==> src/hdl/box_blur_3x3_stream_macros.svh <==
// ----------------------------------------------------------------------------
// Box blur assertion macros
// Shorthand for the concurrent checks of the box blur block. They use the
// clock clk and the active-low reset arst_n of the module they stand in.
// ----------------------------------------------------------------------------
`ifndef BOX_BLUR_3X3_STREAM_MACROS_SVH
`define BOX_BLUR_3X3_STREAM_MACROS_SVH

// Consequent must hold in the same cycle as the antecedent.
`define BB33_ASSERT(label, ante, cons) \
	label: assert property (@(posedge clk) disable iff (!arst_n) (ante) |-> (cons)) \
		else $error("box blur check failed");

// Consequent must hold in the cycle after the antecedent.
`define BB33_ASSERT_NEXT(label, ante, cons) \
	label: assert property (@(posedge clk) disable iff (!arst_n) (ante) |=> (cons)) \
		else $error("box blur check failed");

`endif

==> src/hdl/bb33_pkg.sv <==
// ----------------------------------------------------------------------------
// Box blur package
// Shared widths, register indexes, pixel and pipeline types, and the
// reciprocal constants of the neighborhood mean.
// ----------------------------------------------------------------------------
package bb33_pkg;

	localparam int CH_W           = 8;
	localparam int ROW_W          = 12;
	localparam int COL_W          = 10;
	localparam int SUM_W          = 12;
	localparam int CFG_INDEX_W    = 8;
	localparam int CFG_DATA_W     = 13;
	localparam int FRAME_WIDTH_W  = 11;
	localparam int FRAME_HEIGHT_W = 13;

	localparam logic [FRAME_WIDTH_W-1:0]  FRAME_WIDTH_RST  = 11'd640;
	localparam logic [FRAME_HEIGHT_W-1:0] FRAME_HEIGHT_RST = 13'd480;

	typedef enum logic [CFG_INDEX_W-1:0] {
		REG_FRAME_WIDTH  = 8'd0,
		REG_FRAME_HEIGHT = 8'd1
	} cfg_reg_t;

	typedef struct packed {
		logic [CH_W-1:0] red;
		logic [CH_W-1:0] green;
		logic [CH_W-1:0] blue;
	} pixel_t;

	// One accepted pixel with its position and the edge facts that select
	// which outputs it completes and which neighbors those outputs see.
	typedef struct packed {
		pixel_t           pix;
		logic [ROW_W-1:0] row;
		logic [COL_W-1:0] col;
		logic             row_ge1;
		logic             row_ge2;
		logic             row_last;
		logic             col_ge1;
		logic             col_ge2;
		logic             col_last;
	} item_t;

	// Number of in-bounds neighbors.
	typedef enum logic [1:0] {
		CNT_4 = 2'd0,
		CNT_6 = 2'd1,
		CNT_9 = 2'd2
	} cnt_t;

	typedef struct packed {
		logic [ROW_W-1:0] row;
		logic [COL_W-1:0] col;
		logic [SUM_W-1:0] sum_red;
		logic [SUM_W-1:0] sum_green;
		logic [SUM_W-1:0] sum_blue;
		cnt_t             cnt;
		logic             last;
	} sum_t;

	// (2*s + n) / (2*n) is taken as ((2*s + n) * RECIP) >> RECIP_SHIFT, with
	// RECIP = ceil(2^RECIP_SHIFT / (2*n)); exact for every sum of 9 bytes.
	localparam int          RECIP_SHIFT = 20;
	localparam logic [17:0] RECIP_4     = 18'd131072;
	localparam logic [17:0] RECIP_6     = 18'd87382;
	localparam logic [17:0] RECIP_9     = 18'd58255;

endpackage

==> src/hdl/bb33_res_if.sv <==
// ----------------------------------------------------------------------------
// Box blur result channel
// Valid/ready channel carrying one blurred pixel with its position per beat.
// ----------------------------------------------------------------------------
interface bb33_res_if;
	logic                       valid;
	logic                       ready;
	logic [bb33_pkg::ROW_W-1:0] out_row;
	logic [bb33_pkg::COL_W-1:0] out_col;
	logic [bb33_pkg::CH_W-1:0]  out_red;
	logic [bb33_pkg::CH_W-1:0]  out_green;
	logic [bb33_pkg::CH_W-1:0]  out_blue;
	logic                       run_last;

	modport source (output valid, output out_row, output out_col, output out_red,
		output out_green, output out_blue, output run_last, input ready);
	modport sink (input valid, input out_row, input out_col, input out_red,
		input out_green, input out_blue, input run_last, output ready);
endinterface

==> src/hdl/bb33_divide.sv <==
// ----------------------------------------------------------------------------
// Box blur mean and output register
// Turns each channel sum into its rounded mean by a reciprocal multiply and
// holds the result beat until the downstream side takes it.
// ----------------------------------------------------------------------------
module bb33_divide (
	input  logic           clk,
	input  logic           arst_n,
	input  logic           sum_valid,
	input  bb33_pkg::sum_t sum,
	output logic           sum_ready,
	bb33_res_if.source     res
);

	localparam int SUM_W = bb33_pkg::SUM_W;
	localparam int CH_W  = bb33_pkg::CH_W;

	logic                       ov_q;
	logic [bb33_pkg::ROW_W-1:0] row_q;
	logic [bb33_pkg::COL_W-1:0] col_q;
	logic [CH_W-1:0]            red_q;
	logic [CH_W-1:0]            green_q;
	logic [CH_W-1:0]            blue_q;
	logic                       last_q;
	logic                       take;

	function automatic logic [CH_W-1:0] mean(input logic [SUM_W-1:0] s,
		input bb33_pkg::cnt_t cnt);
		logic [3:0]       n;
		logic [17:0]      m;
		logic [SUM_W:0]   y;
		logic [30:0]      p;
		case (cnt)
			bb33_pkg::CNT_4: begin
				n = 4'd4;
				m = bb33_pkg::RECIP_4;
			end
			bb33_pkg::CNT_6: begin
				n = 4'd6;
				m = bb33_pkg::RECIP_6;
			end
			bb33_pkg::CNT_9: begin
				n = 4'd9;
				m = bb33_pkg::RECIP_9;
			end
			default: begin
				n = 4'd4;
				m = bb33_pkg::RECIP_4;
			end
		endcase
		y = {s, 1'b0} + (SUM_W+1)'(n);
		p = 31'(y) * 31'(m);
		return p[bb33_pkg::RECIP_SHIFT +: CH_W];
	endfunction

	assign sum_ready = !ov_q || res.ready;
	assign take      = sum_valid && sum_ready;

	always_ff @(posedge clk) begin
		if (take) begin
			row_q   <= sum.row;
			col_q   <= sum.col;
			red_q   <= mean(sum.sum_red, sum.cnt);
			green_q <= mean(sum.sum_green, sum.cnt);
			blue_q  <= mean(sum.sum_blue, sum.cnt);
			last_q  <= sum.last;
		end
	end

	always_ff @(posedge clk or negedge arst_n) begin
		if (!arst_n) begin
			ov_q <= 1'b0;
		end else if (take) begin
			ov_q <= 1'b1;
		end else if (res.ready) begin
			ov_q <= 1'b0;
		end
	end

	assign res.valid     = ov_q;
	assign res.out_row   = row_q;
	assign res.out_col   = col_q;
	assign res.out_red   = red_q;
	assign res.out_green = green_q;
	assign res.out_blue  = blue_q;
	assign res.run_last  = last_q;

endmodule
==> src/flat_wrapper.sv <==
// flat-port wrapper written by rule: the top's interface ports become plain ports
module bb33_divide_flat 
  (clk, arst_n, sum_valid, sum, sum_ready, res_valid, res_out_row, res_out_col, res_out_red, res_out_green, res_out_blue, res_run_last, res_ready);
  bb33_res_if res_i ();
  input  logic clk;
  input  logic arst_n;
  input  logic sum_valid;
  input  bb33_pkg::sum_t sum;
  output logic sum_ready;
  output wire logic [$bits(res_i.valid)-1:0] res_valid;
  output wire logic [$bits(res_i.out_row)-1:0] res_out_row;
  output wire logic [$bits(res_i.out_col)-1:0] res_out_col;
  output wire logic [$bits(res_i.out_red)-1:0] res_out_red;
  output wire logic [$bits(res_i.out_green)-1:0] res_out_green;
  output wire logic [$bits(res_i.out_blue)-1:0] res_out_blue;
  output wire logic [$bits(res_i.run_last)-1:0] res_run_last;
  input wire logic [$bits(res_i.ready)-1:0] res_ready;
  assign res_valid = res_i.valid;
  assign res_out_row = res_i.out_row;
  assign res_out_col = res_i.out_col;
  assign res_out_red = res_i.out_red;
  assign res_out_green = res_i.out_green;
  assign res_out_blue = res_i.out_blue;
  assign res_run_last = res_i.run_last;
  assign res_i.ready = res_ready;
  bb33_divide u_core (.clk(clk), .arst_n(arst_n), .sum_valid(sum_valid), .sum(sum), .sum_ready(sum_ready), .res(res_i));
endmodule
==> config.mk <==
export PLATFORM = sky130hd
export DESIGN_NAME = bb33_divide_flat
export DESIGN_NICKNAME = d
export VERILOG_FILES = /design/src/hdl/box_blur_3x3_stream_macros.svh /design/src/hdl/bb33_pkg.sv /design/src/hdl/bb33_res_if.sv /design/src/hdl/bb33_divide.sv /design/src/flat_wrapper.sv
export SDC_FILE = /design/constraint.sdc
export NUM_CORES = 1
export LEC_CHECK = 0
export BUFFER_PORTS_ARGS = -buffer_cell sky130_fd_sc_hd__buf_2
export CAP_MARGIN = 15
export CORE_ASPECT_RATIO = 0.9
export CORE_MARGIN = 2
export CORE_UTILIZATION = 64
export CTS_CLUSTER_DIAMETER = 150
export DETAILED_ROUTE_END_ITERATION = 10
export PLACE_DENSITY_LB_ADDON = 0.05
export SLEW_MARGIN = 10
export SYNTH_ARGS = -nofsm -noshare
export SYNTH_HDL_FRONTEND = slang
export SYNTH_SLANG_ARGS = --single-unit
==> constraint.sdc <==
create_clock -name clk -period 2.4 [get_ports clk]
set_clock_uncertainty 0.15 [all_clocks]
set_input_delay 0.12 -clock clk [delete_from_list [all_inputs] [get_ports clk]]
set_output_delay 0.12 -clock clk [all_outputs]
set_load 0.02 [all_outputs]
# Word level (Yosys, flattened, before mapping)
# Cells that the tools add are included.
dict set report classes {
  muxes 6
  n_addsub 3
  reduce_logical 4
  eq_ne 2
  mul 3
}
# op n
set op_table {}
lappend op_table {{$mul A13 B18 Y28} 3}
lappend op_table {{$add A13 B4 Y13} 3}
lappend op_table {{$pmux W18 S2} 1}
lappend op_table {{$mux W18} 1}
lappend op_table {{$pmux W4 S2} 1}
lappend op_table {{$mux W4} 1}
lappend op_table {{$eq A2 B1 Y1 const B} 1}
lappend op_table {{$eq A2 B2 Y1 const B} 1}
lappend op_table {{$mux W1} 2}
lappend op_table {{$reduce_bool A2 Y1} 1}
lappend op_table {{$logic_and A1 B1 Y1} 1}
lappend op_table {{$logic_not A1 Y1} 1}
lappend op_table {{$logic_or A1 B1 Y1} 1}
dict set report totals {
  out_inout_bits 49
  ff_bits 48
  word_cells 25
}

# Depth between registers and ports, before layout
dict set report logic_depth {
  depth_word 6
  ltp_mapped 33
  ltp_nobuf 32
}

# Least setup slack after synthesis
# No wires, ideal clock.
dict set report synth_path {
  path_kind {input-to-reg}
  startpoint {input sum[1] (netlist name)}
  endpoint {register u_core.blue_q[7], in the netlist u_core.res.out_blue[7], data pin}
  path_stages 30
  t_arrival_ns 7.248
  setup_time_ns 0.259
  setup_slack_ns -5.258
  cell_sequence {inv_1 > ha_1 > buf_4 > inv_1 > clkbuf_1 > ha_1 > a21oi_1 > o21ai_2 > and3_1 > and2_1 > nand4_1 > xor2_2 > or2_1 > fa_1 > inv_1 > fa_1 > fa_1 > fa_1 > inv_1 > fa_1 > inv_1 > ha_1 > a21o_1 > a21oi_1 > o221ai_1 > a31oi_2 > o31ai_4 > a211oi_1 > o21bai_1 > xnor2_1}
}
dict set report synth_between {
  elab_chain_len 5
}
# element line
set synth_lines {}
lappend synth_lines {{from (decl)} flat_wrapper.sv:8} ;# input bb33_pkg::sum_t sum;
lappend synth_lines {{$eq A2 B2 Y1 or $eq A2 B1 Y1 (tied branches)} bb33_divide.sv:33} ;# case (cnt)
lappend synth_lines {{$pmux W4 S2} bb33_divide.sv:33}
lappend synth_lines {{$mux W4} bb33_divide.sv:60} ;# if (take) begin
lappend synth_lines {{$add A13 B4 Y13} bb33_divide.sv:51} ;# y = {s, 1'b0} + (SUM_W+1)'(n);
lappend synth_lines {{$mul A13 B18 Y28 (*)} bb33_divide.sv:52} ;# p = 31'(y) * 31'(m);
lappend synth_lines {{to (signal assigned)} bb33_divide.sv:65} ;# blue_q <= mean(sum.sum_blue, sum.cnt);
lappend synth_lines {{to (decl)} bb33_divide.sv:23} ;# logic [CH_W-1:0] blue_q;
# Every way passes the cells marked *; elsewhere a longest branch is shown, timed or not. The select of a mux whose other input is x is not followed.
# A chain may end at the register's enable or synchronous reset.

# Worst setup path in the final report
dict set report layout_path {
  startpoint {input sum[2] (netlist name)}
  endpoint {register u_core.blue_q[7], in the netlist u_core.res.out_blue[7], data pin}
}
# The elaborated chain is that of the path after synthesis.

==> impl_metrics.tcl <==
set metrics [dict create \
    outcome "complete, but fails checks" \
    violations "negative setup slack" \
    endpoint_kind "register" \
    wl_per_cell_um 19.24 \
    fin_nets 2919 \
    track_usage_pct 36.17 \
    slowest_delay_ns 0.61 \
    maxCapViolations 0 \
    cp_data_arrival_time_ns 6.79 \
    critPathLaunchType "primary input" \
    ys_async_sr_fraction_pct 2.083 \
    peakVddDrop_mv 1.264 \
    drt-initial-drc-count 1000 \
    gp_congestion 0.9524 \
    synth.avg_cell_area_um2 9.699 \
    yosysSeqAreaShare_pct 8.580 \
    wl_um 50270 \
    route.antenna.remaining_nets 0 \
    maxSlewViolCount 0 \
    yosysUniqueCellTypes 61 \
    fin_util_pct 85.96 \
    post-place-ws_ns -4.892 \
    min_from "sum[58]" \
    netlist.area_leader.share_pct 42.69 \
    drive_gt1_share_pct 32.69 \
    vias 13490 \
    cp.buffers_inverters 8 \
    post_dp_cell_area_um2 20530 \
    reg2reg_slack_ns 0.59 \
    dr.pass1.iters 5 \
    cts_buffers 5 \
    crit_start "sum[2]" \
    synth_area_um2 16740 \
    ys.flop_type "edfxtp_1" \
    critPathTopFamily "adder cells" \
    worst-path-max-fanout 4 \
    clock-root-buffer "clkbuf_16" \
    finalSetupViolations 24 \
    area_delta_synth_final_pct 32.75 \
    synth_nets 2382 \
    initial_core_util_pct 64.75 \
    worst_pin_slew_ns 0.5628 \
    grt_pass1_vias 14480 \
    slew_headroom_pct 62.16 \
    io_buffer_count 113 \
    row_count 56 \
    path_clk_slew_ns 0.08 \
    ys_warn_count 0 \
    vias_per_cell 5.163 \
    dieArea_um2 27470 \
    die_y_um 157.4 \
    synth_edf_count 47 \
    synth_area_leaders "fa_1, ha_1, inv_1, edfxtp_1, xnor2_1" \
    core_um2 25850 \
    powerDensity_nw_per_um2 993.7 \
    clock_latency_ns 0.30 \
    hp-class "in -> reg" \
    synth_cells 1726 \
    rr_startpoint "u_core.res.valid" \
    crit_top_cell "fa_1" \
    fin_total_pwr_mw 22.08 \
    die_x_um 174.5 \
    grt_start_max_net_pins 32 \
    grt_antenna_before_repair 1 \
    slowest_stage "fa_1" \
    final_cell_area_um2 22220 \
    hold_viol 0 \
    diodes 0 \
    synth-seq-cells 48 \
    leakagePower_nw 12.31 \
    yosysTopAreaCell "fa_1" \
    finalCriticalPeriod_ns 6.881 \
    worst-setup-path-type "in -> reg" \
    timing.final.ws_setup_ns -4.481 \
    worstPathRequired_ns 2.30 \
    h-tree-depth 2 \
    rsz0062_at_grt "yes" \
    grt_pass1_wl_um 75400 \
    fin_cells 2612 \
    route.detailed.drc 0 \
    finalCritPeriodShare_pct 286.7 \
    clock_path_buffers 2 \
    ios 114 \
    tritoncts "built" \
    fmax_ghz 0.1453 \
    dp.cells 2528 \
    overflow 0 \
    dpl.hpwl_um 39270 \
    cts.sinks 48 \
]
-- area by class of cell --
class	count	area, um^2
clock buffers	5	125.1
multi-input cells	995	13640
well taps	348	435.4
fillers	1415	3631
inverters	667	2522
repair buffers	546	3995
flip-flops and latches	48	1436
clock inverters	3	68.82
-- state kept, by name (all words and copies together) (netlist names) --
signal                cells
u_core.res.out_col       10
u_core.res.out_blue       8
u_core.res.out_green      8
u_core.res.valid          1
u_core.res.run_last       1
u_core.res.out_row       12
u_core.res.out_red        8
-- report_power, final --
part / switching (mW) / internal, mW
clock network: 0.361 / 0.602
registers: 0.0745 / 1.48
logic: 10.6 / 8.92
total: 11.1 / 11.0
-- per-layer routing --
metal	part of all wire [%]	track usage, %
met1	40	47.98
met2	49	62.76
met3	6.6	4.396
met4	4.5	11.20
met5	0.026	0.5435
-- cell usage after synthesis (all sizes together), types with 4 or more instances --
cell and number:
nand2 42, a31oi 4, inv 667, o21ai 16
nor2 47, and2 22, a21oi 21, clkbuf 13
nand2b 34, a21o 8, o31ai 4, nand3 15
a211oi 5, xnor2 46, nand4 8, ha 234
nor2b 35, xor2 35, and4 5, fa 357
edfxtp 47, and3 11, nor3 5, or2 19
-- timing repair --
item | in CTS | in global routing
buffers inserted | 28 | 25
setup endpoints to repair | 24 | 24
hold endpoints to repair | 25 | 0
pin swaps | 64 | 114
resized for setup | 89 | 109
hold buffers | 27 | 0
gates cloned | 0 | 0
-- cell families (layout without fill, tap and decap cells) --
kind of cell	after synthesis	in the layout	share of synthesized area [%]
compound gates	77	77	3.363
xor+xnor	81	81	4.529
simple gates	246	246	7.937
buf+inv	683	1221	15.41
flops	48	48	8.580
fa+ha+maj	591	591	60.18
-- worst reg2reg max path, delay by kind of cell, from the launching register on --
| family | cells | cell delay [ns] |
|---|---|---|
| flops | 1 | 0.39 |
| buf+inv | 1 | 0.29 |
| simple gates | 2 | 0.66 |
-- cells in the final DEF, fill, tap and decap left out, types with 11 or more instances in the layout --
master / instances
buf_6: 11
nor2_2: 15
inv_1: 639
nor2b_1: 28
xor2_1: 22
nand2b_1: 26
ha_1: 210
buf_2: 111
dlygate4sd3_1: 27
a21oi_2: 15
inv_2: 25
edfxtp_1: 47
and2_1: 16
fa_2: 23
buf_4: 391
ha_4: 18
xnor2_1: 36
fa_1: 334
nand2_1: 39
nor2_1: 27
-- path summary, 6_finish.rpt --
check | endpoint | depth (start not counted)
worst max-delay path | u_core.res.out_blue[7] | 30
worst min-delay path | u_core.res.out_row[9] | 2
worst max register to register | u_core.res.out_green[3] | 3
worst min register to register | u_core.res.out_row[10] | 2
max in group asynchronous | u_core.res.valid | 3
min in group asynchronous | u_core.res.valid | 3
-- stage by stage --
stage / hold slack [ns] / TNS, ns
floorplan: -0.3256 / -95.81
global placement: -0.2519 / -109.09
detailed placement: -0.2546 / -112.36
CTS: 0.3877 / -97.87
global route: 0.3907 / -105.76
finish: 0.3859 / -101.02
No activity file was read; power rests on OpenSTA's default activity.
