### config.mk
export PLATFORM = sky130hd
export DESIGN_NAME = bb33_window
export DESIGN_NICKNAME = d
export VERILOG_FILES = /design/src/hdl/box_blur_3x3_stream_macros.svh /design/src/hdl/bb33_pkg.sv /design/src/hdl/bb33_window.sv
export SDC_FILE = /design/constraint.sdc
export NUM_CORES = 1
export LEC_CHECK = 0
export BUFFER_PORTS_ARGS = -buffer_cell sky130_fd_sc_hd__buf_2
export CORE_MARGIN = 4
export CORE_UTILIZATION = 40
export DETAILED_ROUTE_END_ITERATION = 6
export SYNTH_ARGS = -nofsm -noshare
export SYNTH_HDL_FRONTEND = slang
export SYNTH_SLANG_ARGS = --single-unit
### constraint.sdc
create_clock -name clk -period 7 [get_ports clk]
set_input_delay 0.7 -clock clk [delete_from_list [all_inputs] [get_ports clk]]
set_output_delay 0.7 -clock clk [all_outputs]
set_load 0.005 [all_outputs]
### src/hdl/box_blur_3x3_stream_macros.svh
// ----------------------------------------------------------------------------
// Box blur assertion macros
// Shorthand for the concurrent checks of the box blur block. They use the
// clock clk and the active-low reset arst_n of the module they stand in.
// ----------------------------------------------------------------------------
`ifndef BOX_BLUR_3X3_STREAM_MACROS_SVH
`define BOX_BLUR_3X3_STREAM_MACROS_SVH

// Consequent must hold in the same cycle as the antecedent.
`define BB33_ASSERT(label, ante, cons) \
	label: assert property (@(posedge clk) disable iff (!arst_n) (ante) |-> (cons)) \
		else $error("box blur check failed");

// Consequent must hold in the cycle after the antecedent.
`define BB33_ASSERT_NEXT(label, ante, cons) \
	label: assert property (@(posedge clk) disable iff (!arst_n) (ante) |=> (cons)) \
		else $error("box blur check failed");

`endif

### src/hdl/bb33_pkg.sv
// ----------------------------------------------------------------------------
// Box blur package
// Shared widths, register indexes, pixel and pipeline types, and the
// reciprocal constants of the neighborhood mean.
// ----------------------------------------------------------------------------
package bb33_pkg;

	localparam int CH_W           = 8;
	localparam int ROW_W          = 12;
	localparam int COL_W          = 10;
	localparam int SUM_W          = 12;
	localparam int CFG_INDEX_W    = 8;
	localparam int CFG_DATA_W     = 13;
	localparam int FRAME_WIDTH_W  = 11;
	localparam int FRAME_HEIGHT_W = 13;

	localparam logic [FRAME_WIDTH_W-1:0]  FRAME_WIDTH_RST  = 11'd640;
	localparam logic [FRAME_HEIGHT_W-1:0] FRAME_HEIGHT_RST = 13'd480;

	typedef enum logic [CFG_INDEX_W-1:0] {
		REG_FRAME_WIDTH  = 8'd0,
		REG_FRAME_HEIGHT = 8'd1
	} cfg_reg_t;

	typedef struct packed {
		logic [CH_W-1:0] red;
		logic [CH_W-1:0] green;
		logic [CH_W-1:0] blue;
	} pixel_t;

	// One accepted pixel with its position and the edge facts that select
	// which outputs it completes and which neighbors those outputs see.
	typedef struct packed {
		pixel_t           pix;
		logic [ROW_W-1:0] row;
		logic [COL_W-1:0] col;
		logic             row_ge1;
		logic             row_ge2;
		logic             row_last;
		logic             col_ge1;
		logic             col_ge2;
		logic             col_last;
	} item_t;

	// Number of in-bounds neighbors.
	typedef enum logic [1:0] {
		CNT_4 = 2'd0,
		CNT_6 = 2'd1,
		CNT_9 = 2'd2
	} cnt_t;

	typedef struct packed {
		logic [ROW_W-1:0] row;
		logic [COL_W-1:0] col;
		logic [SUM_W-1:0] sum_red;
		logic [SUM_W-1:0] sum_green;
		logic [SUM_W-1:0] sum_blue;
		cnt_t             cnt;
		logic             last;
	} sum_t;

	// (2*s + n) / (2*n) is taken as ((2*s + n) * RECIP) >> RECIP_SHIFT, with
	// RECIP = ceil(2^RECIP_SHIFT / (2*n)); exact for every sum of 9 bytes.
	localparam int          RECIP_SHIFT = 20;
	localparam logic [17:0] RECIP_4     = 18'd131072;
	localparam logic [17:0] RECIP_6     = 18'd87382;
	localparam logic [17:0] RECIP_9     = 18'd58255;

endpackage

### src/hdl/bb33_window.sv
// ----------------------------------------------------------------------------
// Box blur window and neighborhood sums
// Holds the 3x3 window, steps through the zero, one, two or four outputs that
// the newest pixel completes, and registers the masked channel sums of each.
// ----------------------------------------------------------------------------
module bb33_window (
	input  logic             clk,
	input  logic             arst_n,
	input  logic             item_valid,
	input  bb33_pkg::item_t  item,
	input  bb33_pkg::pixel_t older_pix,
	input  bb33_pkg::pixel_t newer_pix,
	output logic             item_take,
	output logic             sum_valid,
	output bb33_pkg::sum_t   sum,
	input  logic             sum_ready
);

	localparam int SUM_W = bb33_pkg::SUM_W;
	localparam int ROW_W = bb33_pkg::ROW_W;
	localparam int COL_W = bb33_pkg::COL_W;

	bb33_pkg::pixel_t win_q [9];
	bb33_pkg::item_t  s2_q;
	logic             s2_valid_q;
	logic             cr2_q;
	logic             cc2_q;
	bb33_pkg::sum_t   s3_q;
	logic             s3_valid_q;

	logic             s3_free;
	logic             emit;
	logic             more;
	logic             s2_free;
	logic             rk0;
	logic             ck0;
	logic [SUM_W-1:0] rs_red [3];
	logic [SUM_W-1:0] rs_green [3];
	logic [SUM_W-1:0] rs_blue [3];
	bb33_pkg::sum_t   next_sum;

	assign s3_free   = !s3_valid_q || sum_ready;
	assign emit      = s2_valid_q && s3_free;
	// cr2_q/cc2_q select the lower row or right column of the output pair.
	assign more      = (!cc2_q && s2_q.col_last) || (!cr2_q && s2_q.row_last);
	assign s2_free   = !s2_valid_q || (emit && !more);
	assign item_take = item_valid && s2_free;

	// The top window row and left window column are only inside the image for
	// the upper-left output and only away from the first two rows or columns.
	assign rk0 = !cr2_q && s2_q.row_ge2;
	assign ck0 = !cc2_q && s2_q.col_ge2;

	always_comb begin
		for (int k = 0; k < 3; k++) begin
			rs_red[k] = (ck0 ? SUM_W'(win_q[3*k].red) : '0)
				+ SUM_W'(win_q[3*k+1].red) + SUM_W'(win_q[3*k+2].red);
			rs_green[k] = (ck0 ? SUM_W'(win_q[3*k].green) : '0)
				+ SUM_W'(win_q[3*k+1].green) + SUM_W'(win_q[3*k+2].green);
			rs_blue[k] = (ck0 ? SUM_W'(win_q[3*k].blue) : '0)
				+ SUM_W'(win_q[3*k+1].blue) + SUM_W'(win_q[3*k+2].blue);
		end
		next_sum.sum_red   = (rk0 ? rs_red[0] : '0) + rs_red[1] + rs_red[2];
		next_sum.sum_green = (rk0 ? rs_green[0] : '0) + rs_green[1] + rs_green[2];
		next_sum.sum_blue  = (rk0 ? rs_blue[0] : '0) + rs_blue[1] + rs_blue[2];
		case ({rk0, ck0})
			2'b11: next_sum.cnt = bb33_pkg::CNT_9;
			2'b00: next_sum.cnt = bb33_pkg::CNT_4;
			default: next_sum.cnt = bb33_pkg::CNT_6;
		endcase
		next_sum.row  = cr2_q ? s2_q.row : s2_q.row - ROW_W'(1);
		next_sum.col  = cc2_q ? s2_q.col : s2_q.col - COL_W'(1);
		next_sum.last = !more;
	end

	always_ff @(posedge clk) begin
		if (item_take) begin
			for (int k = 0; k < 3; k++) begin
				win_q[3*k]   <= win_q[3*k+1];
				win_q[3*k+1] <= win_q[3*k+2];
			end
			win_q[2] <= older_pix;
			win_q[5] <= newer_pix;
			win_q[8] <= item.pix;
			s2_q     <= item;
		end
		if (emit) begin
			s3_q <= next_sum;
		end
	end

	always_ff @(posedge clk or negedge arst_n) begin
		if (!arst_n) begin
			s2_valid_q <= 1'b0;
			cr2_q      <= 1'b0;
			cc2_q      <= 1'b0;
			s3_valid_q <= 1'b0;
		end else begin
			if (item_take) begin
				s2_valid_q <= (item.row_ge1 || item.row_last)
					&& (item.col_ge1 || item.col_last);
				cr2_q <= !item.row_ge1;
				cc2_q <= !item.col_ge1;
			end else if (emit) begin
				if (more) begin
					if (!cc2_q && s2_q.col_last) begin
						cc2_q <= 1'b1;
					end else begin
						cr2_q <= 1'b1;
						cc2_q <= !s2_q.col_ge1;
					end
				end else begin
					s2_valid_q <= 1'b0;
				end
			end
			if (emit) begin
				s3_valid_q <= 1'b1;
			end else if (sum_ready) begin
				s3_valid_q <= 1'b0;
			end
		end
	end

	assign sum_valid = s3_valid_q;
	assign sum       = s3_q;

endmodule

# Word-level counts from Yosys, hierarchy flattened
# Memories as Yosys holds them, arrays and structs flattened.
# Index checks and enable logic that the tools add are counted.
# classes
n_eq_ne,3
reduce_logical,28
add_sub_neg,26
muxes,30
# op_table
cell,n
adder 9 x 8 -> 10 bit,9
adder 8 x 8 -> 9 bit,9
2-to-1 mux 8 bit,9
2-to-1 mux 10 bit,4
adder 11 x 10 -> 12 bit,3
adder 10 x 10 -> 11 bit,3
2-to-1 mux 1 bit,15
2-to-1 mux 12 bit,1
subtractor 12 x 1 -> 12 bit (second input constant),1
subtractor 10 x 1 -> 10 bit (second input constant),1
logical AND 1 bit,8
zero test 1 bit,8
nonzero test 2 bit,3
logical OR 1 bit,5
inequality test 2 bit (second input constant),2
one-hot mux 2 bit (2 select lines),1
AND reduction 2 bit,2
AND reduction 3 bit,1
equality test 2 bit (second input constant),1
zero test 2 bit,1
# totals
output_inout_bits,63
input_bits,104
mem_count,1
mem_bits_rw,216
elab_cells,106
regBits,92
# mem_list
name,words,width,rd,rd_ports_with_merged_regs,write_ports,line,rtl
win_q,9,24,9,0,9,bb33_window.sv:23,bb33_pkg::pixel_t win_q [9];

# Longest topological paths before layout
# Gate-level depths: netlist of the first run.
# depth
depth_word,9
depth_mapped,26
depth_no_buf,23

# Worst setup path before layout of the first run
# Ideal clock, no wire load.
# synth_timing
kind,register -> output
startpoint,reg cc2_q
endpoint,out item_take
arrival_time_ps,5861
path_slack_ps,439
path_stages_with_launch,6
n_path_buf,1
t_required_ps,6300
cell_sequence,dfrtp_1 > clkbuf_1 > nor2b_1 > o31ai_1 > nand2_1 > inv_1
# synth_via
elab_chain_len,7
# synth_rtl
item,line,rtl
start: declaration,bb33_window.sv:27,logic cc2_q;
start signal: assignment,bb33_window.sv:103,cc2_q <= !item.col_ge1;
start signal: assignment,bb33_window.sv:110,cc2_q <= !s2_q.col_ge1;
zero test 1 bit,bb33_window.sv:45,assign more = (!cc2_q && s2_q.col_last) || (!cr2_q && s2_q.row_last);
logical AND 1 bit,bb33_window.sv:45,
logical OR 1 bit,bb33_window.sv:45,
zero test 1 bit,bb33_window.sv:46,assign s2_free = !s2_valid_q || (emit && !more);
logical AND 1 bit,bb33_window.sv:46,
logical OR 1 bit,bb33_window.sv:46,
logical AND 1 bit,bb33_window.sv:47,assign item_take = item_valid && s2_free;
end: declaration,bb33_window.sv:13,"output logic item_take,"
# Every way passes these cells.

==> metrics.md, run 1 <==
| Metric | Value |
|---|---|
| Synthesized Nets | around 1500 |
| Die width | 212 um |
| Die H | about 210 um |
| DR iter-0 viols | approximately 430 |
| Vias/cell | around 4.7 |
| CTS buffer count | 38 |
| Ys Warns | 0 |
| First-pass GRT wire length | between 50000 and 60000 um |
| Clock Path Buffers | 3 |
| Tcrit/Tclk final | between 90% and 100% |
| CP max-delay cell | fa_1 |
| Antenna violations before repair | 0 |
| Final nets | 1730 |
| CTS tree | done |
| Asr flop ratio synth | 1.30% |
| Post-synth EDFFs | just over 300 |
| Drt pass-1 iters | 5 |
| Count of pins over their slew limit | 0 |
| CP required | 7.31 ns |
| FMAX | between 0.15 and 0.2 GHz |
| CP arrival | between 6 and 7 ns |
| Vias in the first global route | between 9000 and 10000 |
| Max cap viols | 0 |
| Ant. Diodes | 0 |
| Worst hold-check path type | input pin to register |
| Clk root buf | clkbuf_16 |
| Clk_skew | 0.0196 ns |
| Largest net degree at the start of global routing | about 120 |
| Top cell by count, worst path | fa_1 |
| IO Count | ~170 |
| GRT Util Overall | between 10% and 20% |
| Final Non-Filler Cells | between 1500 and 2000 |
| Final core occ | between 40% and 50% |
| DP Wirelength | around 22000 um |
| H-tree depth | 2 |
| Cell total after placement | roughly 1900 |
| Post-route ant nets | 0 |
| Cells after synthesis | roughly 1200 |
| Overall routed net length | 30800 um |
| Status | completed |
| Die ar. | ~45000 um^2 |
| Global placement routability congestion | 0.795 |
| Worst-path clk slew | 0.06 ns |
| Worst path max stage delay | about 0.55 ns |
| DR WL/cell | around 16 um |
| Port buffer count | 166 |
| Setup TNS | 0 ns |
| Worst-Margin Slew | 0.955 ns |
| Initial core utilization | 40.6% |
| Tmin final | around 6.4 ns |
| Final Hold Fails | 0 |
| Post-Place Worst Slack | just over 0.4 ns |
| Synth cell types | slightly above 50 |
| Crit-path cells | nor2b_4, buf_4, buf_4, and2_1, fa_1, ha_1, a211oi_1, o21ai_0, a21oi_1, mux2i_1, fa_1, fa_1, inv_1, fa_1, inv_1, fa_1, inv_1, ha_1, nand4_1, and3_1, o21ai_0, a31o_2 |
| Max-slew headroom | ~36% |
| Row count | 74 |
| GRT Residual Overflow | 0 |
| Syn_area_per_cell | around 14 um^2 |
| Post-synthesis sequential area ratio | 55.4% |
| Crit path capture type | register |
| Share of layout cells above drive strength 1 | roughly 17% |
| Worst-skew pair later-pin latency | 0.55 ns |
| Ys flop type | edfxtp_1 |
| Via count | between 9000 and 10000 |
| Worst-path fanout max | 18 |
| Endpoints failing setup | 0 |
| Core area | around 41000 um^2 |
| Final WS setup | 0.587 ns |
| Clock Sinks | ~300 |
| RSZ-0062 raised after global routing | no |
| Synth Cell Area | 16700 um^2 |
| Residual DRC | 0 |
| Critical path type | register to register |
| Synth Register Bits | around 310 |
| Startpoint Class | register |
| Area Overhead vs Synth | 16.2% |
layout by cell type, fill, tap and decap left out, drive strengths merged, types with 8 or more instances in the layout:
master and instances:
inv 286, fa 144, nand3 23, clkbuf 45, nand2 27, nor2 24
o21ai 20, ha 75, a21o 13, nand4 8, nor3 18, nand2b 12
nor2b 9, and2 72, o211ai 9, edfxtp 304, xnor2 21, xor2 21
buf 176, a21oi 18, clkinv 16
worst paths after layout:
kind | slack (ns) | cells after the start | startpoint | endpoint
min in group asynchronous | 0.50 | 2 | arst_n | sum_valid
hold / removal | 0.32 | 1 | item[31] | win_q[8][3]
max in group asynchronous | 6.38 | 2 | arst_n | s2_valid_q
setup reg to reg | 0.59 | 22 | cc2_q | sum[14]
setup / recovery | 0.59 | 22 | cc2_q | sum[14]
hold reg to reg | 0.44 | 0 | win_q[8][14] | win_q[7][14]
layout make-up:
cell class,instances,area (um^2)
Fill cell,3672,21700
Sequential cell,308,9230
Multi-Input combinational cell,597,6290
Inverter,285,1080
Clock buffer,45,998
Timing Repair Buffer,177,928
Tap cell,532,666
Clock inverter,21,163
through the flow:
step                instance area (um^2)  hold slack [ns]
finish                             19300            0.319
global route                       19300            0.286
CTS                                19300            0.271
detailed placement                 18200            0.432
global placement                   18200            0.430
floorplan                          16700            0.404
worst max-delay path: cells and delay by family, from the launching register on:
family | cells | cell delay [ns]
AND/OR/NAND/NOR | 4 | 0.65
buffers and inverters | 5 | 0.52
adder cells (fa/ha/maj) | 7 | 3.06
multiplexers | 1 | 0.29
flip-flops | 1 | 0.41
AO/OA/AOI/OAI | 5 | 1.22
flip-flops by register name, summed over array words and instances (netlist names):
name and count:
win_q 216, cr2_q 1, s2_valid_q 1, sum_valid 1, s2_q 27, sum 61, cc2_q 1
cells in the mapped netlist (all sizes together) (3+ instances only):
master	n	area, um^2
a211o	3	26.3
a211oi	6	45.0
a21o	13	97.6
a21oi	18	90.1
a31o	5	43.8
a31oi	6	37.5
and2	72	450
and3	3	18.8
clkbuf	18	67.6
dfrtp	4	100
edfxtp	304	9130
fa	144	2880
ha	75	938
inv	285	1070
mux2i	7	70.1
nand2	27	101
nand2b	12	75.1
nand3	23	115
nand3b	7	52.6
nand4	8	50.1
nor2	24	90.1
nor2b	9	56.3
nor3	18	95.1
nor4	7	62.6
nor4b	5	50.0
o211ai	9	67.6
o21a	3	22.5
o21ai	20	100
o21bai	4	30.0
o221ai	4	35.0
o41ai	3	26.3
or4	3	26.3
or4b	4	40.0
xnor2	21	184
xor2	21	184
cell families after synthesis:
logic type | share of synthesized area (%)
adders and majority gates | 22.9
and+or+nand+nor | 7.95
AOI/OAI and AO/OA | 4.16
DFF | 55.4
muxes | 0.421
buffers and inverters | 6.89
xor gates and xnor gates | 2.21
routing by layer:
layer | up-vias | global-route usage, % | part of all wire, %
met5 | - | 0 | 0
met4 | 0 | 5.07 | 2.7
met3 | 48 | 2.97 | 5.3
met2 | 200 | 22.5 | 47
met1 | 4607 | 19.1 | 45
li1 | 4434 | - | -
timing repair:
| action | CTS | global route |
|---|---|---|
| resized for setup | 0 | 0 |
| setup endpoints to repair | 0 | 3 |
| hold buffers | 1 | 0 |
| endpoints found under the hold margin | 4 | 0 |
| buffers inserted | 0 | 2 |
Power of run 1 is left out: the tool's default activity adds up to more than one toggle a clock period on the data nets, which glitch-free logic cannot reach.
==> run 2, diff against run 1 <==
- CORE_UTILIZATION: 40 -> 49
- PLACE_DENSITY: not set -> 0.68
==> metrics.md, run 2 (synthesis gave the netlist of run 1 again) <==
| Metric | Value |
|---|---|
| Status | completed (unchanged) |
| Clock Sinks | 308 (unchanged) |
| DR iter-0 viols | 405 (was 425) |
| Count of pins over their slew limit | 0 (unchanged) |
| Worst-skew pair later-pin latency | 0.53 ns (was 0.55 ns) |
| Cell area after layout | 19200 um^2 (was 19300 um^2) |
| Worst hold margin | 0.346 ns (was 0.319 ns) |
| Post_cts resized | 0 (unchanged) |
| Tmin final | 6.35 ns (was 6.41 ns) |
| Global placement routability congestion | 0.805 (was 0.795) |
| IO Count | 167 (unchanged) |
| Clk root buf | clkbuf_16 (unchanged) |
| Worst-path clk slew | 0.06 ns (about the same) |
| Clk_skew | 0.0146 ns (was 0.0196 ns) |
| H-tree depth | 2 (unchanged) |
| Initial core utilization | 49.7% (was 40.6%) |
| Clock Path Buffers | 3 (unchanged) |
| FMAX | 0.157 GHz (was 0.156 GHz) |
| Die width | 192 um (was 212 um) |
| CTS tree | done (unchanged) |
| Residual DRC | 0 (unchanged) |
| Area Overhead vs Synth | 15.4% (was 16.2%) |
| DR WL/cell | 15.3 um (was 15.7 um) |
| DP Wirelength | 20500 um (was 21900 um) |
| Endpoints failing setup | 0 (unchanged) |
| CP required | 7.28 ns (was 7.31 ns) |
| Largest net degree at the start of global routing | 120 (was 124) |
| Ant. Diodes | 0 (unchanged) |
| Worst hold-check path type | input pin to register (unchanged) |
| Final nets | 1726 (was 1730) |
| Worst-Margin Slew | 0.884 ns (was 0.955 ns) |
| GRT Util Overall | 16.0% (was 14.0%) |
| Post-DP Area | 18000 um^2 (was 18200 um^2) |
| Max-slew headroom | 41.1% (was 36.3%) |
| Max FFs per register | 216 (unchanged) |
| Hold-fix buffers at CTS | 1 (unchanged) |
| Max cap viols | 0 (unchanged) |
| CP arrival | 6.63 ns (was 6.72 ns) |
| First-pass GRT wire length | 46800 um (was 50300 um) |
| Vias in the first global route | 9384 (was 9753) |
| Crit path capture type | register (unchanged) |
| Die ar. | 37000 um^2 (was 45000 um^2) |
| Share of layout cells above drive strength 1 | 16.9% (was 17.2%) |
| Core area | 33500 um^2 (was 41000 um^2) |
| Post-CTS Setup Bufs | 0 (unchanged) |
| Antenna violations before repair | 0 (unchanged) |
| Die H | 192 um (was 212 um) |
| Post-route ant nets | 0 (unchanged) |
| Setup TNS | 0 ns (unchanged) |
| Worst-path fanout max | 23 (was 18) |
| Overall routed net length | 28600 um (was 30800 um) |
| CTS buffer count | 35 (was 38) |
| GRT Residual Overflow | 0 (unchanged) |
| Startpoint Class | register (unchanged) |
| Drt pass-1 iters | 5 (unchanged) |
| Vias/cell | 4.89 (was 4.73) |
| RSZ-0062 raised after global routing | no (unchanged) |
| Commonest non-fill, non-tap cells in the layout | edfxtp_1 (304), inv_1 (284), buf_2 (166) (unchanged) |
| Reg with most FFs | win_q (unchanged) |
| Port buffer count | 166 (unchanged) |
| Via count | 9153 (was 9289) |
| Critical path type | register to register (unchanged) |
| Fill count | 2700 (was 3672) |
| Final Hold Fails | 0 (unchanged) |
| Tcrit/Tclk final | 90.8% (was 91.6%) |
| Row count | 67 (was 74) |
| Commonest non-fill, non-tap cell in the layout | edfxtp_1 (unchanged) |
run 2: metrics by stage:
stage / cells / util (%) / setup slack [ns]
finish: 1872 / 57.3 / 0.645
global route: 1872 / 57.3 / 0.245
CTS: 1872 / 57.3 / 0.604
detailed placement: 1813 / 53.8 / 0.637
global placement: 1813 / 53.8 / 0.708
floorplan: 1210 / - / 0.439
run 2: layout make-up:
cell class | count | area [um^2] | share of cell area, %
repair buffers | 176 | 908 | 4.73
clock inverters | 14 | 190 | 0.989
inverters | 285 | 1080 | 5.60
well taps | 448 | 561 | 2.92
clock buffers | 44 | 972 | 5.06
multi-input cells | 597 | 6280 | 32.7
flip-flops and latches | 308 | 9230 | 48.0
run 2: final timing paths:
path,start,endpoint,slack [ns],depth (start not counted)
min in group asynchronous,arst_n,cc2_q,0.52,2
hold reg to reg,win_q[7][19],win_q[6][19],0.45,0
setup / recovery,cc2_q,sum[26],0.65,21
setup reg to reg,cc2_q,sum[26],0.65,21
hold / removal,item[1],s2_q[1],0.35,1
max in group asynchronous,arst_n,cr2_q,6.35,2
run 2: critical path: stages (launching register included):
cell and delay [ns]:
dfrtp_1 0.41, nor2b_4 0.20, buf_4 0.27, and2_1 0.17, fa_1 0.44, ha_1 0.31
a211oi_1 0.38, o21bai_1 0.13, a21oi_1 0.20, mux2i_1 0.25, fa_1 0.46, fa_1 0.54
inv_1 0.05, fa_1 0.53, inv_1 0.05, fa_1 0.53, inv_1 0.04, ha_1 0.39
nand4_1 0.14, and3_1 0.17, o21ai_0 0.14, a31o_2 0.29
run 2: metal layers:
layer | share of wire (%) | GRT usage [%] | vias up
met5 | 0 | 0 | -
li1 | - | - | 4408
met2 | 47 | 26.1 | 210
met1 | 46 | 22.0 | 4487
met4 | 2.5 | 5.57 | 0
met3 | 5.4 | 2.91 | 48
Power of run 2 is left out for the same reason.
